$ cat src/hdl/hsl2rgb_pkg.sv
// ----------------------------------------------------------------------------
// hsl2rgb_pkg
// Shared widths, hue constants and segment codes of the HSL to RGB converter.
// ----------------------------------------------------------------------------
package hsl2rgb_pkg;

  localparam int unsigned HueW   = 16;
  localparam int unsigned FracW  = 17;   // Q0.16 with room for 1.0
  localparam int unsigned ChanW  = 8;
  localparam int unsigned TurnW  = 18;   // hue in 1/196608 turn units
  localparam int unsigned DiffW  = 32;   // v2 - l, or l - v1
  localparam int unsigned LevW   = 33;   // v1, v2 and span, Q0.32 up to 1.0
  localparam int unsigned DistW  = 16;   // distance into a ramp, up to 1/6 turn
  localparam int unsigned NumW   = 48;   // hue function times 2^47
  localparam int unsigned ScaleW = 56;   // 255 * num plus rounding

  localparam logic [FracW-1:0] OneQ16  = FracW'(65536);
  localparam logic [FracW-1:0] HalfQ16 = FracW'(32768);

  localparam logic [TurnW-1:0] HueTurn  = TurnW'(196608);
  localparam logic [TurnW-1:0] HueThird = TurnW'(65536);
  localparam logic [TurnW-1:0] SixthT   = TurnW'(32768);
  localparam logic [TurnW-1:0] HalfT    = TurnW'(98304);
  localparam logic [TurnW-1:0] TwoThirdT = TurnW'(131072);

  localparam logic [ScaleW-1:0] RoundHalf = ScaleW'(64'h4000_0000_0000);  // 2^46
  localparam logic [ChanW-1:0]  ChanMax   = ChanW'(255);

  typedef enum logic [1:0] {
    SEG_RISE,
    SEG_HIGH,
    SEG_FALL,
    SEG_LOW
  } seg_e;

endpackage

$ cat src/hdl/hsl2rgb_chan.sv
// ----------------------------------------------------------------------------
// hsl2rgb_chan
// One color channel: hue segment select, ramp multiply, sum, and scaling
// to 8 bits with rounding and saturation, over four register stages.
// ----------------------------------------------------------------------------
module hsl2rgb_chan
  import hsl2rgb_pkg::*;
(
  input  logic             clk_i,
  input  logic             en_i,
  input  logic [TurnW-1:0] hue_i,    // shifted hue, stage 1 register
  input  logic [LevW-1:0]  v1_i,     // stage 2 register
  input  logic [LevW-1:0]  v2_i,     // stage 2 register
  input  logic [LevW-1:0]  span_i,   // stage 2 register
  output logic [ChanW-1:0] chan_o
);

  seg_e             seg_d, seg_q;
  logic [DistW-1:0] dist_d, dist_q;

  logic [LevW+DistW-1:0] prod_d, prod_q;
  logic [NumW-1:0]       base_d, base_q;
  logic                  ramp_d, ramp_q;

  logic [NumW-1:0]   num_d, num_q;
  logic [ScaleW-1:0] scaled;
  logic [ChanW:0]    chan_wide;
  logic [ChanW-1:0]  chan_d, chan_q;

  // stage 2: which piece of the hue function
  always_comb begin
    dist_d = '0;
    if (hue_i < SixthT) begin
      seg_d  = SEG_RISE;
      dist_d = hue_i[DistW-1:0];
    end else if (hue_i < HalfT) begin
      seg_d = SEG_HIGH;
    end else if (hue_i < TwoThirdT) begin
      seg_d  = SEG_FALL;
      dist_d = DistW'(TwoThirdT - hue_i);
    end else begin
      seg_d = SEG_LOW;
    end
  end

  // stage 3: ramp product and the flat part
  always_comb begin
    prod_d = (LevW+DistW)'(span_i) * (LevW+DistW)'(dist_q);
    ramp_d = (seg_q == SEG_RISE) || (seg_q == SEG_FALL);
    base_d = (seg_q == SEG_HIGH) ? {v2_i, 15'd0} : {v1_i, 15'd0};
  end

  // stage 4
  assign num_d = base_q + (ramp_q ? prod_q[NumW-1:0] : '0);

  // stage 5: 255 * num / 2^47, rounded half up
  always_comb begin
    scaled    = ({num_q, 8'd0} - ScaleW'(num_q)) + RoundHalf;
    chan_wide = scaled[ScaleW-1 -: ChanW+1];
    chan_d    = chan_wide[ChanW] ? ChanMax : chan_wide[ChanW-1:0];
  end

  always_ff @(posedge clk_i) begin
    if (en_i) begin
      seg_q  <= seg_d;
      dist_q <= dist_d;
      prod_q <= prod_d;
      base_q <= base_d;
      ramp_q <= ramp_d;
      num_q  <= num_d;
      chan_q <= chan_d;
    end
  end

  assign chan_o = chan_q;

endmodule

$ cat config.mk
export PLATFORM = sky130hd
export DESIGN_NAME = hsl2rgb_chan
export DESIGN_NICKNAME = d
export VERILOG_FILES = /design/src/hdl/hsl2rgb_pkg.sv /design/src/hdl/hsl2rgb_chan.sv
export SDC_FILE = /design/constraint.sdc
export NUM_CORES = 2
export LEC_CHECK = 0
export ABC_CLOCK_PERIOD_IN_PS = 16870
export BUFFER_PORTS_ARGS = -buffer_cell sky130_fd_sc_hd__clkbuf_2
export CORE_ASPECT_RATIO = 1.1
export CORE_MARGIN = 2
export CORE_UTILIZATION = 39
export CTS_CLUSTER_DIAMETER = 120
export CTS_CLUSTER_SIZE = 20
export DETAILED_ROUTE_END_ITERATION = 6
export GPL_ROUTABILITY_DRIVEN = 0
export PLACE_DENSITY = 0.65
export SLEW_MARGIN = 20
export SYNTH_ARGS = -nofsm -noshare
export SYNTH_HDL_FRONTEND = slang
export SYNTH_SLANG_ARGS = --single-unit
$ cat constraint.sdc
create_clock -name clk_i -period 16.87 [get_ports clk_i]
set_input_delay 3.374 -clock clk_i [delete_from_list [all_inputs] [get_ports clk_i]]
set_output_delay 3.374 -clock clk_i [all_outputs]
set_load 0.02 [all_outputs]
==> flow_metrics.py <==
metrics = {
    "run_status": {
        "status": "complete, no violations",
    },
    "clock_network": {
        "cts-root-buf": "clkbuf_16",
        "clk_pin_slew_ns": 0.08,
        "clock-sinks": 156,
        "cts_resized": 0,
        "cts_hold_buf": 0,
        "cts_buffers": 17,
        "cts_tree": "yes",
        "clk_latency_ns": 0.48,
        "post-cts-setup-buffers": 0,
        "htreeDepth": 4,
        "clock_path_buffers": 2,
    },
    "routing": {
        "via_per_inst": 5.00,
        "wirelength_um": 59700,
        "drc": 0,
        "vias": 18300,
        "drtPass1Iterations": 5,
        "postRouteAntennaNets": 0,
        "drtIter0Drc": 863,
        "routedWlPerCell_um": 16.3,
    },
    "critical_path": {
        "end_kind": "flip-flop",
        "worst-path-max-fanout": 16,
        "crit_start": "span_i[16]",
        "crit_path_start_kind": "input pin",
        "reg2reg_slack_ns": 9.82,
        "arrival_ns": 9.59,
        "rr_worst_depth": 21,
        "worstSetupPathType": "in2reg",
        "timing.rr.start": "dist_q[8]$_DFFE_PP_",
        "crit_path_end": "prod_q[45]$_DFFE_PP_",
        "r2r-end": "prod_q[45]$_DFFE_PP_",
        "required_ns": 17.09,
    },
    "job": {
        "max_cap_violations": 0,
    },
    "min_path": {
        "min_path_type": "reg2reg",
    },
    "sta": {
        "slew_headroom_pct": 37.1,
        "slew_viol_final": 0,
        "rsz0062_at_grt": "no",
        "max_clock_freq_mhz": 107,
        "period_share_pct": 55.5,
        "finalClockSkew_ns": 0.0147,
        "worstMarginPinSlew_ns": 0.940,
        "final_hold_viol_count": 0,
        "setup_viol": 0,
        "fin_crit_ns": 9.37,
        "tns_ns": 0,
    },
    "placement": {
        "place_hpwl_um": 48400,
        "port_buffers": 126,
    },
    "logic_synthesis": {
        "synth_top_flop_cell": "edfxtp_1",
        "async_flop_share_pct": 0,
        "ys_types": 70,
        "syn_nets": 3510,
        "syn_inst": 2723,
        "avgSynthCellArea_sq_um": 9.53,
        "yosys_warnings": 0,
        "ys_seq_area_share_pct": 18.0,
        "ys_seq_elements": 156,
        "netlist_area_sq_um": 26000,
        "synth_edf_count": 156,
    },
    "cells_and_area": {
        "drive_above_1_share_pct": 8.11,
        "antenna_cells": 0,
        "nFillCells": 6491,
        "areaGrowthSynthToFinish_pct": 8.08,
        "nets": 3572,
        "post-route-util_pct": 42.4,
    },
    "global_route": {
        "grt.total_usage_pct": 17.9,
        "use_met2_pct": 31.2,
        "grt_pass1_vias": 18800,
        "use_met3_pct": 2.41,
        "grt_max_degree": 91,
        "busiest_layer": "met2",
        "grt_remaining_overflow": 0,
        "antenna_found_initial": 0,
        "grt_use_met1_pct": 23.7,
        "grt_pass1_wl_um": 97500,
    },
    "die": {
        "initial_core_util_pct": 39.2,
        "rows": 99,
        "dieWidth_um": 250,
        "io_pins": 127,
        "coreArea_sq_um": 66100,
        "die_h_um": 275,
        "die_area_sq_um": 68700,
    },
}
==> metal layers <==
layer  up-vias  routed length [um]
met1      9104               26500
met3        61                2660
met5         -                   0
li1       8724                   -
met2       397               29500
met4         0                1030
==> cell usage in the layout (no fill, tap or decap), drive strengths merged, types with 5 or more instances in the layout <==
cell	instances
o21ai	78
o31ai	11
a211oi	13
edfxtp	156
and3	7
o21bai	16
nand3	23
fa	432
clkbuf	142
nand4	17
nand2b	9
or3	5
a21o	40
ha	236
mux2	33
nand2	375
nor2b	14
nor2	56
xnor2	60
inv	518
nor3	26
o211ai	6
and2	285
a31oi	11
xor2	25
o21a	8
a21oi	114
nor4	6
buf	23
==> synth_stat cells (all sizes together) (13+ instances only) <==
cell type  instances  area share, %
xor2              25           0.84
inv              507            7.3
o21ai             78            1.5
mux2              33            1.4
nand3             23           0.44
nor2b             14           0.34
fa               432             33
nand4             17           0.41
ha               236             11
nand2            375            5.4
o21bai            16           0.46
xnor2             60            2.0
and2             285            6.9
edfxtp           156             18
a21oi            114            2.2
nor3              26           0.54
a211oi            13           0.38
clkbuf            95            1.4
nor2              56           0.87
a21o              40            1.2
==> logic make-up after synthesis <==
logic type / after synthesis / share of synthesized area (%)
flops: 156 / 18.0
mux: 33 / 1.43
fa+ha+maj: 668 / 44.7
compound gates: 329 / 7.86
buf+inv: 612 / 9.02
simple gates: 840 / 16.1
xor+xnor: 85 / 2.87
==> cell type report <==
cell class                      instances  area, sq um  share of cell area (%)
Timing Repair Buffer                  148          865                    3.08
Clock buffer                           17          425                    1.52
Clock inverter                         15          165                   0.589
Sequential cell                       156         4680                    16.7
Multi-Input combinational cell       1955        18900                    67.5
Tap cell                              858         1070                    3.83
Inverter                              507         1900                    6.78
==> worst max-delay path: stages <==
cell and delay (ns):
clkbuf_2 0.27, and2_1 0.28, fa_1 0.53, inv_1 0.05, fa_1 0.47, fa_1 0.51
inv_1 0.05, fa_1 0.49, fa_1 0.50, inv_1 0.05, fa_1 0.49, inv_1 0.05
ha_1 0.38, nand2_1 0.18, o21ai_0 0.29, a21oi_1 0.09, nor2_1 0.24, nor3_4 0.06
a211o_1 0.35, a221o_2 0.41, o41ai_2 0.35, xor2_1 0.11
==> how the worst min path moves through the flow <==
stage	from	endpoint	slack, ns	cells past startpoint
floorplan	prod_q[0]$_DFFE_PP_	num_q[0]$_SDFFCE_PN0P_	0.50	1
CTS	prod_q[1]$_DFFE_PP_	num_q[1]$_SDFFCE_PN0P_	0.52	1
global route	prod_q[4]$_DFFE_PP_	num_q[4]$_SDFFCE_PN0P_	0.54	1
global placement	prod_q[4]$_DFFE_PP_	num_q[4]$_SDFFCE_PN0P_	0.51	1
finish	prod_q[1]$_DFFE_PP_	num_q[1]$_SDFFCE_PN0P_	0.52	1
detailed placement	prod_q[1]$_DFFE_PP_	num_q[1]$_SDFFCE_PN0P_	0.51	1
==> through the flow <==
stage          setup WS, ns  std cells  cell area [sq um]  hold slack, ns
5_1_grt                7.34       3656              28100           0.538
6_report               7.50       3656              28100           0.524
3_3_place_gp           7.14       3619              27400           0.508
4_1_cts                7.57       3655              28000           0.524
2_1_floorplan          7.61       2723              26000           0.503
3_5_place_dp           7.04       3623              27400           0.509
==> sequential cells by signal, summed over array words and instances (netlist names) <==
signal  cells
chan_o      8
num_q      48
dist_q     16
ramp_q      1
base_q     33
prod_q     48
seg_q       2
Power is not shown: default switching activity piles up to over one toggle a cycle in this logic, so the estimate is an artifact.
